$ cat src/rtl/core/word_mask_filter_defines.svh
// Assertion macros shared by the word mask filter RTL.
// Depends on nothing; the asserting module provides clock and reset.
`ifndef WORD_MASK_FILTER_DEFINES_SVH
`define WORD_MASK_FILTER_DEFINES_SVH

// Clocked property, masked while reset is high.
`define WMF_ASSERT(lbl, prop, msg) \
   lbl: assert property (@(posedge clock) disable iff (reset) prop) else $error(msg);

// Condition that must never be true.
`define WMF_NEVER(lbl, cond, msg) \
   `WMF_ASSERT(lbl, !(cond), msg)

`endif

$ cat src/rtl/core/wmf_pkg.sv
// Shared types, constants and byte helpers for the word mask filter.
// No dependencies.
`default_nettype none

package wmf_pkg;

   localparam int MAX_WORD      = 8;
   localparam int DICT_ENTRIES  = 4;
   localparam int NUM_DICT_REGS = 4;
   localparam int DICT_W        = 64;
   localparam int DICT_BYTES    = DICT_W / 8;
   localparam int CSR_IDX_W     = 3;

   localparam int MATCH_COUNT = (DICT_ENTRIES < NUM_DICT_REGS) ? DICT_ENTRIES : NUM_DICT_REGS;
   localparam int ENT_W       = (MATCH_COUNT > 1) ? $clog2(MATCH_COUNT) : 1;
   localparam int IDX_W       = (MAX_WORD > 1) ? $clog2(MAX_WORD) : 1;
   localparam int LEN_W       = $clog2(MAX_WORD + 1);
   localparam int DLEN_W      = $clog2(DICT_BYTES + 1);

   // Register indexes on the csr port
   localparam logic [CSR_IDX_W-1:0] CSR_DICT_0 = 3'd0;
   localparam logic [CSR_IDX_W-1:0] CSR_MASK   = 3'd4;

   localparam logic [7:0] CHAR_SPACE   = 8'h20;
   localparam logic [7:0] CHAR_NEWLINE = 8'h0A;

   typedef logic [7:0]                      byte_type;
   typedef logic [MAX_WORD-1:0][7:0]        word_buf_type;
   typedef logic [NUM_DICT_REGS-1:0][DICT_W-1:0] dict_type;

   typedef enum logic [2:0] {
      ST_IDLE,
      ST_MATCH,
      ST_WORD,
      ST_TAIL,
      ST_NL
   } wmf_state_type;

   // Control into and status out of the match unit
   typedef struct packed {
      logic start;
   } match_ctrl_type;

   typedef struct packed {
      logic busy;
      logic done;
      logic hit;
   } match_stat_type;

   function automatic logic is_space(input byte_type c);
      return (c == CHAR_SPACE) || (c >= 8'h09 && c <= 8'h0D);
   endfunction

   function automatic byte_type fold(input byte_type c);
      return (c >= 8'h41 && c <= 8'h5A) ? byte_type'(c + 8'h20) : c;
   endfunction

endpackage

`default_nettype wire

$ cat src/rtl/core/wmf_match.sv
// Dictionary compare unit: checks one dictionary entry per cycle against
// the buffered word. Depends on wmf_pkg.
`default_nettype none

module wmf_match import wmf_pkg::*; (
   input  wire logic           clock,
   input  wire logic           reset,
   input  wire match_ctrl_type ctrl,
   input  wire word_buf_type   word_buf,
   input  wire logic [LEN_W-1:0] word_len,
   input  wire dict_type       dict,
   output match_stat_type      stat
);

   logic [ENT_W-1:0] ent_ff, ent_in;
   logic             busy_ff, busy_in;
   logic             done_ff, done_in;
   logic             hit_ff, hit_in;

   logic [DICT_W-1:0] entry;
   logic [DLEN_W-1:0] dlen;
   logic              seen;
   logic              entry_hit;

   // Length of the selected entry: bytes before the first zero
   always_comb begin
      entry = dict[ent_ff];
      dlen  = DLEN_W'(DICT_BYTES);
      seen  = 1'b0;
      for (int i = 0; i < DICT_BYTES; i++) begin
         if (!seen && entry[8*i +: 8] == 8'h00) begin
            dlen = DLEN_W'(i);
            seen = 1'b1;
         end
      end
   end

   // Byte compare with the incoming word folded to lower case
   always_comb begin
      entry_hit = (dlen != '0) && (dlen == DLEN_W'(word_len));
      for (int i = 0; i < MAX_WORD; i++) begin
         if (LEN_W'(i) < word_len && fold(word_buf[i]) != entry[8*i +: 8]) begin
            entry_hit = 1'b0;
         end
      end
   end

   // Entry sequencer, stops early on a hit
   always_comb begin
      ent_in  = ent_ff;
      busy_in = busy_ff;
      done_in = 1'b0;
      hit_in  = hit_ff;
      if (ctrl.start) begin
         ent_in  = '0;
         busy_in = 1'b1;
      end else if (busy_ff) begin
         if (entry_hit || ent_ff == ENT_W'(MATCH_COUNT - 1)) begin
            busy_in = 1'b0;
            done_in = 1'b1;
            hit_in  = entry_hit;
         end else begin
            ent_in = ent_ff + 1'b1;
         end
      end
   end

   always_ff @(posedge clock) begin
      if (reset) begin
         ent_ff  <= '0;
         busy_ff <= 1'b0;
         done_ff <= 1'b0;
         hit_ff  <= 1'b0;
      end else begin
         ent_ff  <= ent_in;
         busy_ff <= busy_in;
         done_ff <= done_in;
         hit_ff  <= hit_in;
      end
   end

   assign stat.busy = busy_ff;
   assign stat.done = done_ff;
   assign stat.hit  = hit_ff;

endmodule

`default_nettype wire

$ cat src/rtl/core/word_mask_filter.sv
// Byte that only extends the buffered word: accepted without leaving idle, ready stays high.
// Word flush: the word is checked one dictionary entry a cycle in the shared compare unit, which then
// registers its verdict; each output beat then waits for the output register to be free.
// Beats leave from a single output register; ready returns as the last is loaded.
// Synchronous active-high reset restores the default dictionary and mask, empties the word and
// clears control state; the word buffer is not cleared. Needs wmf_pkg, wmf_match, defines.
`default_nettype none
`include "word_mask_filter_defines.svh"

module word_mask_filter import wmf_pkg::*; (
   input  wire logic                 clock,
   input  wire logic                 reset,
   input  wire logic                 req_valid,
   output      logic                 req_ready,
   input  wire logic [7:0]           req_char_in,
   input  wire logic                 req_line_end,
   output      logic                 rsp_valid,
   input  wire logic                 rsp_ready,
   output      logic [7:0]           rsp_char_out,
   output      logic                 rsp_last_of_run,
   output      logic                 rsp_line_done,
   input  wire logic                 csr_we,
   input  wire logic [CSR_IDX_W-1:0] csr_index,
   input  wire logic [DICT_W-1:0]    csr_wdata
);

   wmf_state_type     state_ff, state_in;
   logic [LEN_W-1:0]  len_ff, len_in;
   logic              pass_ff, pass_in;
   logic              hit_ff, hit_in;
   logic [IDX_W-1:0]  idx_ff, idx_in;
   byte_type          tail_ff, tail_in;
   logic              nl_ff, nl_in;
   dict_type          dict_ff;
   byte_type          mask_ff;
   word_buf_type      buf_ff;

   logic              rsp_valid_ff, rsp_valid_in;
   byte_type          rsp_char_ff, rsp_char_in;
   logic              rsp_last_ff, rsp_last_in;
   logic              rsp_done_ff, rsp_done_in;

   logic              accept;
   logic              out_free;
   logic              buf_we;
   logic              emit;
   byte_type          emit_char;
   logic              emit_last;
   logic              emit_done;
   match_ctrl_type    m_ctrl;
   match_stat_type    m_stat;

   assign req_ready = (state_ff == ST_IDLE);
   assign accept    = req_valid && req_ready;
   assign out_free  = !rsp_valid_ff || rsp_ready;

   wmf_match u_match (
      .clock    (clock),
      .reset    (reset),
      .ctrl     (m_ctrl),
      .word_buf (buf_ff),
      .word_len (len_ff),
      .dict     (dict_ff),
      .stat     (m_stat)
   );

   // Sequencer: next state and beat selection
   always_comb begin
      state_in     = state_ff;
      len_in       = len_ff;
      pass_in      = pass_ff;
      hit_in       = hit_ff;
      idx_in       = idx_ff;
      tail_in      = tail_ff;
      nl_in        = nl_ff;
      buf_we       = 1'b0;
      m_ctrl.start = 1'b0;
      emit         = 1'b0;
      emit_char    = CHAR_SPACE;
      emit_last    = 1'b0;
      emit_done    = 1'b0;
      case (state_ff)
         ST_IDLE: begin
            if (accept) begin
               if (req_line_end) begin
                  pass_in = 1'b0;
                  nl_in   = 1'b1;
                  tail_in = CHAR_SPACE;
                  if (pass_ff) begin
                     state_in = ST_TAIL;
                  end else if (len_ff != '0) begin
                     m_ctrl.start = 1'b1;
                     state_in     = ST_MATCH;
                  end else begin
                     state_in = ST_NL;
                  end
               end else if (is_space(req_char_in)) begin
                  nl_in   = 1'b0;
                  tail_in = CHAR_SPACE;
                  if (pass_ff) begin
                     pass_in  = 1'b0;
                     state_in = ST_TAIL;
                  end else if (len_ff != '0) begin
                     m_ctrl.start = 1'b1;
                     state_in     = ST_MATCH;
                  end
               end else if (pass_ff) begin
                  nl_in    = 1'b0;
                  tail_in  = req_char_in;
                  state_in = ST_TAIL;
               end else if (len_ff < LEN_W'(MAX_WORD)) begin
                  buf_we = 1'b1;
                  len_in = len_ff + 1'b1;
               end else begin
                  // overlong word: echo the buffer unmasked, then this byte
                  hit_in   = 1'b0;
                  idx_in   = '0;
                  nl_in    = 1'b0;
                  tail_in  = req_char_in;
                  pass_in  = 1'b1;
                  state_in = ST_WORD;
               end
            end
         end
         ST_MATCH: begin
            if (m_stat.done) begin
               hit_in   = m_stat.hit;
               idx_in   = '0;
               state_in = ST_WORD;
            end
         end
         ST_WORD: begin
            if (out_free) begin
               emit      = 1'b1;
               emit_char = hit_ff ? mask_ff : buf_ff[idx_ff];
               if (LEN_W'(idx_ff) + LEN_W'(1) == len_ff) begin
                  len_in   = '0;
                  state_in = ST_TAIL;
               end else begin
                  idx_in = idx_ff + 1'b1;
               end
            end
         end
         ST_TAIL: begin
            if (out_free) begin
               emit      = 1'b1;
               emit_char = tail_ff;
               emit_last = !nl_ff;
               state_in  = nl_ff ? ST_NL : ST_IDLE;
            end
         end
         ST_NL: begin
            if (out_free) begin
               emit      = 1'b1;
               emit_char = CHAR_NEWLINE;
               emit_last = 1'b1;
               emit_done = 1'b1;
               len_in    = '0;
               pass_in   = 1'b0;
               state_in  = ST_IDLE;
            end
         end
         default: begin
            state_in = ST_IDLE;
         end
      endcase
   end

   // Output register next values
   always_comb begin
      rsp_valid_in = rsp_valid_ff && !rsp_ready;
      rsp_char_in  = rsp_char_ff;
      rsp_last_in  = rsp_last_ff;
      rsp_done_in  = rsp_done_ff;
      if (emit) begin
         rsp_valid_in = 1'b1;
         rsp_char_in  = emit_char;
         rsp_last_in  = emit_last;
         rsp_done_in  = emit_done;
      end
   end

   // Control state
   always_ff @(posedge clock) begin
      if (reset) begin
         state_ff     <= ST_IDLE;
         len_ff       <= '0;
         pass_ff      <= 1'b0;
         hit_ff       <= 1'b0;
         idx_ff       <= '0;
         nl_ff        <= 1'b0;
         rsp_valid_ff <= 1'b0;
      end else begin
         state_ff     <= state_in;
         len_ff       <= len_in;
         pass_ff      <= pass_in;
         hit_ff       <= hit_in;
         idx_ff       <= idx_in;
         nl_ff        <= nl_in;
         rsp_valid_ff <= rsp_valid_in;
      end
   end

   // Payload registers
   always_ff @(posedge clock) begin
      tail_ff     <= tail_in;
      rsp_char_ff <= rsp_char_in;
      rsp_last_ff <= rsp_last_in;
      rsp_done_ff <= rsp_done_in;
   end

   // Word buffer, written at the current length
   always_ff @(posedge clock) begin
      if (buf_we) begin
         buf_ff[len_ff[IDX_W-1:0]] <= req_char_in;
      end
   end

   // Configuration registers
   always_ff @(posedge clock) begin
      if (reset) begin
         dict_ff[0] <= DICT_W'(64'd1801680230);
         dict_ff[1] <= DICT_W'(64'd1953065075);
         dict_ff[2] <= DICT_W'(64'd30809885393645433);
         dict_ff[3] <= '0;
         mask_ff    <= 8'h23;
      end else if (csr_we) begin
         if (csr_index < CSR_MASK) begin
            dict_ff[csr_index[1:0]] <= csr_wdata;
         end else if (csr_index == CSR_MASK) begin
            mask_ff <= csr_wdata[7:0];
         end
      end
   end

   assign rsp_valid       = rsp_valid_ff;
   assign rsp_char_out    = rsp_char_ff;
   assign rsp_last_of_run = rsp_last_ff;
   assign rsp_line_done   = rsp_done_ff;

   `WMF_ASSERT(a_word_nonempty, (state_ff == ST_WORD) |-> (len_ff != '0), "flush of empty word")
   `WMF_NEVER(a_pass_empty, (state_ff == ST_IDLE) && pass_ff && (len_ff != '0), "bytes held in long word")
   `WMF_NEVER(a_len_range, len_ff > LEN_W'(MAX_WORD), "word length beyond buffer")
   `WMF_ASSERT(a_nl_beat, (rsp_valid_ff && rsp_done_ff) |-> (rsp_last_ff && rsp_char_ff == CHAR_NEWLINE), "line end beat malformed")
   `WMF_ASSERT(a_match_wait, (state_ff == ST_MATCH && !m_stat.done) |-> m_stat.busy, "match unit idle while awaited")

endmodule

`default_nettype wire

$ cat config.mk
export PLATFORM = sky130hd
export DESIGN_NAME = word_mask_filter
export DESIGN_NICKNAME = d
export VERILOG_FILES = /design/src/rtl/core/wmf_pkg.sv /design/src/rtl/core/wmf_match.sv /design/src/rtl/core/word_mask_filter.sv
export VERILOG_INCLUDE_DIRS = /design/src /design/src/rtl/core
export SDC_FILE = /design/constraint.sdc
export NUM_CORES = 1
export LEC_CHECK = 0
export ABC_AREA = 1
export BUFFER_PORTS_ARGS = -buffer_cell sky130_fd_sc_hd__buf_4
export CAP_MARGIN = 10
export CORE_UTILIZATION = 56
export CTS_CLUSTER_DIAMETER = 50
export DETAILED_ROUTE_END_ITERATION = 8
export PLACE_DENSITY = 0.84
export SLEW_MARGIN = 15
export SYNTH_ARGS = -nofsm -noshare
export SYNTH_HDL_FRONTEND = slang
export SYNTH_HIERARCHICAL = 1
export SYNTH_SLANG_ARGS = --single-unit
$ cat constraint.sdc
create_clock -name clock -period 2.17 [get_ports clock]
set_clock_uncertainty 0.05 [all_clocks]
set_input_delay 0.1085 -clock clock [delete_from_list [all_inputs] [get_ports clock]]
set_output_delay 0.1085 -clock clock [all_outputs]
set_load 0.02 [all_outputs]
# After elaboration in Yosys (flattened, before gate mapping)
# Cells that the tools add are included.
# W data, S select, Z words.
[word_totals] ff_bits=365 out_inout_bits=12 elab_cells=301 input_bits=81
[op_classes] addsub=12 n_reduce_logical=71 eq_ne=32 n_mux=120 magnitude_cmp=34 bitwise=4
[op_table] cell="$bwmux W256" count=1
[op_table] cell="$bmux W64 S2" count=1
[op_table] cell="$demux W64 S2" count=1
[op_table] cell="$mux W64" count=2
[op_table] cell="$mux W8" count=15
[op_table] cell="$mux W3" count=23
[op_table] cell="$add A8 B6 Y8 const B" count=8
[op_table] cell="$bwmux W64" count=1
[op_table] cell="$ge A8 B7 Y1 const B" count=8
[op_table] cell="$le A8 B7 Y1 const B" count=8
[op_table] cell="$logic_not A8 Y1" count=8
[op_table] cell="$mux W4" count=16
[op_table] cell="$ne A8 B8 Y1" count=8
[op_table] cell="$mux W1" count=50
[op_table] cell="$logic_and A1 B1 Y1" count=29
[op_table] cell="$bmux W8 S3" count=1
[op_table] cell="$demux W8 S3" count=1
[op_table] cell="$pmux W8 S3" count=1
[op_table] cell="$ne A2 B2 Y1 const B" count=9
[op_table] cell="$reduce_and A9 Y1" count=2
[op_table] cell="$lt A3 B4 Y1 const A" count=4
[op_table] cell="$pmux W3 S5" count=1
[op_table] cell="$pmux W4 S3" count=1
[op_table] cell="$reduce_and A3 Y1" count=4
[op_table] cell="39 further kinds" count=70

# Longest topological paths before layout
[logic_depth] depth_word=39 mapped_depth=25 depth_no_buf=22

# By module
# Netlist, hierarchy kept.
[modules_own_cells] mod="word_mask_filter" instances=1 area_per_inst_um2=13475.4 cells_per_inst=1617
[modules_own_cells] mod="wmf_match" instances=1 area_per_inst_um2=4793.3 cells_per_inst=1025

# Worst setup path before layout
# No wires, ideal clock.
[synth_timing] kind="register -> register" from="register state_ff[0]" to="register buf_ff[0] (netlist name), enable pin" path_stages_with_launch=10 synth_period_minus_slack_ns=2.277 path_slack_ns=-0.107 arrival_ns=1.844 cell_sequence="dfxtp_1 > inv_2 > nand2_4 > nor2_4 > inv_2 > nor2_2 > inv_2 > nor2_2 > nand2_1 > nor3_1"
[synth_between] elab_chain_cells=4
[synth_lines] item="from (decl)" line="word_mask_filter.sv:27" text="wmf_state_type state_ff, state_in;"
[synth_lines] item="from (signal assigned)" line="word_mask_filter.sv:194" text="state_ff <= state_in;"
[synth_lines] item="$logic_not A3 Y1 (*)" line="word_mask_filter.sv:53" text="assign req_ready = (state_ff == ST_IDLE);"
[synth_lines] item="named net req_ready" line="word_mask_filter.sv:14" text="output logic req_ready,"
[synth_lines] item="$logic_and A1 B1 Y1" line="word_mask_filter.sv:54" text="assign accept = req_valid && req_ready;"
[synth_lines] item="$mux W1" line="word_mask_filter.sv:84" text="if (accept) begin"
[synth_lines] item="$mux W1 (*)" line="word_mask_filter.sv:82" text="case (state_ff)"
[synth_lines] item="to (signal, indexed assignment)" line="word_mask_filter.sv:215" text="buf_ff[len_ff[IDX_W-1:0]] <= req_char_in;"
[synth_lines] item="to (decl)" line="word_mask_filter.sv:36" text="word_buf_type buf_ff;"
# Mark *: on every way through the listed nets, which the timed path passes. The rest lies on a longest branch.
# A chain may end at the register's enable or synchronous reset.

# Worst setup path in the final report
[layout_timing] from="register u_match.ent_ff[0]" to="register u_match.ent_ff[1]"
[layout_between] elab_chain_cells=38 word_cells_on_any_way=71
[layout_lines] item="from (decl)" line="wmf_match.sv:15" text="logic [ENT_W-1:0] ent_ff, ent_in;"
[layout_lines] item="from (signal assigned)" line="wmf_match.sv:75" text="ent_ff <= ent_in;"
[layout_lines] item="$bmux W64 S2" line="wmf_match.sv:27" text="entry = dict[ent_ff];"
[layout_lines] item="$mux W64 (not written as such)" line="wmf_match.sv:27"
[layout_lines] item="$logic_not A8 Y1" line="wmf_match.sv:31" text="if (!seen && entry[8*i +: 8] == 8'h00) begin"
[layout_lines] item="$mux W1" line="wmf_match.sv:31"
[layout_lines] item="$logic_not A1 Y1" line="wmf_match.sv:31"
[layout_lines] item="$logic_and A1 B1 Y1" line="wmf_match.sv:31"
[layout_lines] item="$mux W1" line="wmf_match.sv:31"
[layout_lines] item="$logic_not A1 Y1" line="wmf_match.sv:31"
[layout_lines] item="[15 not listed]"
[layout_lines] item="$logic_and A1 B1 Y1" line="wmf_match.sv:31"
[layout_lines] item="$mux W4" line="wmf_match.sv:31"
[layout_lines] item="$eq A4 B4 Y1 or $reduce_bool A4 Y1 (tied branches)" line="wmf_match.sv:40" text="entry_hit = (dlen != '0) && (dlen == DLEN_W'(word_len));"
[layout_lines] item="$logic_and A1 B1 Y1" line="wmf_match.sv:40"
[layout_lines] item="$mux W1 (8 in series)" line="wmf_match.sv:42" text="if (LEN_W'(i) < word_len && fold(word_buf[i]) != entry[8*i +: 8]) begin"
[layout_lines] item="$logic_or A1 B1 Y1" line="wmf_match.sv:58" text="if (entry_hit || ent_ff == ENT_W'(MATCH_COUNT - 1)) begin"
[layout_lines] item="$not A1 Y1 (no line)"
[layout_lines] item="$reduce_and A2 Y1 (no line)"
# Parallel ways exist; a longest one is shown, timed or not. The select of a mux whose other input is x is not followed.

==> impl_metrics.toml <==
[drt]
drt_iter0_drc = 2513
drcViolationCount = 0
ant_nets = 0
wl_per_cell_um = 18.26
routed_wl_mm = 62.22
dr.pass1.iters = 6
dr_total_vias = 20180
viasPerCell = 5.921

[setup_path]
critPathLaunchType = "flip-flop"
cp.required_ns = 2.55
cpLargestDelayFamily = "simple AND/OR/NAND/NOR gates"
path_cells = "inv_8 -> buf_12 -> buf_4 -> nand2_1 -> nand3_1 -> nand2_1 -> nand2_1 -> nor2_1 -> nand2_2 -> nand2_4 -> nor2_4 -> nand3_2 -> nor2_4 -> nand2_2 -> nand2_1 -> nand2_1 -> nand2_1 -> nor2_2 -> nand3_2 -> nand3_4 -> nand2_1 -> nand2_1 -> nor2_2"
cp.buffers_inverters = 3
critPathMaxStageDelay_ns = 0.43
cp_slowest_cell = "dfxtp_4"
crit_path_frequent_cell = "nand2_1"
critPathArrivalTime_ns = 3.12
worstPathMaxFanout = 14
end_kind = "flip-flop"
path_class = "reg2reg"

[placement]
dpl.cell_count = 3224
portBuffers = 92
routabilityCongestion = 1.008
dpl.hpwl_mm = 35.48

[power_and_ir_drop]
p_leak_nw = 10.91
powerDensity_nw_per_um2 = 950.1
ir_worst_vdd_mv = 0.6841

[sta]
finalCritPeriodShare_pct = 126.6
setup_violations = 5
hold_viol_final = 0
maxSlewViolCount = 0
setup_slack_ns = -0.5767
clock.fmax_mhz = 364.1
worstMarginPinSlew_ns = 0.8820
setup-tns-final_ns = -2.692
rsz0062_at_grt = "yes"
relSlewSlack_pct = 41.20
min_period_ns = 2.747

[floorplan]
fp.dieH_um = 182.6
die_w_um = 182.6
start_util_pct = 57.43
die_area_um2 = 33340
io_pins = 93
core_area_um2 = 31800
fp-row-count = 65

[synthesis]
synth_cells = 2641
yosys_warnings = 6
synth_nets = 2734
syn-mean-instance-area_um2 = 6.915
syn_area_um2 = 18260

[global_routing]
grt_pass1_wl_mm = 92.38
grt_max_degree = 123
antenna_found_initial = 1
overflow = 0
grtUsageTotal_pct = 34.21
grt_pass1_vias = 18900

[run_status]
failed_checks = "negative setup slack"
status = "complete, but fails checks"

[clocking]
numCtsBuffers = 42
clock_latency_ns = 0.56
cts_root_buf = "clkbuf_16"
cts_tree = "done"
clockBufferDepth = 3
h-tree-depth = 2
clk_pin_slew_worst_paths_ns = 0.06
clock_sinks = 365

[layout]
num_antenna_cells = 0
nets = 3032
drive_gt1_share_pct = 19.27
fin_cells = 3408
area_delta_synth_final_pct = 29.91

[min_path]
hold_class = "in2reg"

[job]
cap_violations = 0
-- repair_timing --
| item | CTS | global route |
|---|---|---|
| endpoints found under the setup margin | 5 | 37 |
| hold buffers | 75 | 1 |
| endpoints found under the hold margin | 349 | 12 |
| setup buffers | 7 | 7 |
| pin swaps | 28 | 28 |
| gates cloned | 5 | 11 |
| resized for setup | 75 | 77 |
-- layout make-up --
type,instances,area (um^2)
inverters,131,509.2
clock buffers,57,1219
clock inverters,21,209.0
flip-flops and latches,365,8135
multi-input cells,2004,9330
fillers,2109,8075
well taps,435,544.3
repair buffers,395,3777
-- flip-flops by register name (all words and copies together), names as in the netlist --
name	cells
len_ff	4
dict_ff	256
buf_ff	64
u_match/done_ff	1
u_match/hit_ff	1
state_ff	3
hit_ff	1
rsp_last_of_run	1
u_match/ent_ff	2
pass_ff	1
mask_ff	8
rsp_char_out	8
idx_ff	3
tail_ff	8
nl_ff	1
u_match/busy_ff	1
rsp_line_done	1
rsp_valid	1
-- worst reg2reg max path: cells and delay by family (launching register included) --
family,cells,cell delay [ns]
buffers and inverters,3,0.39
and+or+nand+nor,20,1.79
DFF,1,0.43
-- power by group --
part           total (mW)  switching [mW]  leakage, nW  internal [mW]
combinational        7.60            4.61         7.16           2.99
sequential           7.71           0.314         3.05           7.39
clock                7.23            2.99        0.704           4.24
total                22.5            7.92         10.9           14.6
-- stage by stage --
| step | total power [mW] | hold WS (ns) | instance area (um^2) | worst slack, ns | util, % |
|---|---|---|---|---|---|
| after floorplan | 11.83 | 0.1276 | 18300 | -0.1072 | - |
| after global placement | 13.69 | 0.2819 | 20450 | -0.4512 | 64.30 |
| after detailed placement | 13.89 | 0.2866 | 20450 | -0.5086 | 64.30 |
| after CTS | 21.52 | -0.1782 | 23100 | -0.3952 | 72.63 |
| after global routing | 23.32 | 0.06239 | 23720 | -0.6850 | 74.61 |
| final | 22.54 | 0.01107 | 23720 | -0.5767 | 74.61 |
-- per-layer routing --
metal | share of wire (%) | up-vias | GRT usage, %
li1 | - | 9136 | -
met4 | 5.9 | 2 | 18.22
met1 | 36 | 9288 | 40.49
met3 | 11 | 335 | 5.408
met5 | 0.019 | - | 0
met2 | 47 | 1417 | 59.56
-- layout by cell type, fill, tap and decap left out, drive strengths merged, types with 2 or more instances in the layout --
cell         count
inv            138
o211ai          10
a21oi           26
clkinvlp         3
o21ai          225
buf            308
o22ai            5
clkinv           9
edfxtp          82
nand2          789
xor2            23
o31ai            2
o2111ai          2
xnor2            4
nor2           531
bufinv           2
nand4           19
clkbuf          68
nor3            12
a31oi            2
dfxtp          283
nand3          319
dlygate4sd3     76
ha              12
nand3b          16
-- worst paths after layout --
path / start / endpoint / slack [ns] / depth (start not counted)
setup / recovery: u_match/ent_ff[0] / u_match/ent_ff[1] / -0.58 / 23
hold / removal: req_valid / nl_ff / 0.01 / 5
setup reg to reg: u_match/ent_ff[0] / u_match/ent_ff[1] / -0.58 / 23
hold reg to reg: dict_ff[146] / dict_ff[146] / 0.41 / 2
Note: power is estimated with default switching activity, not from simulation.
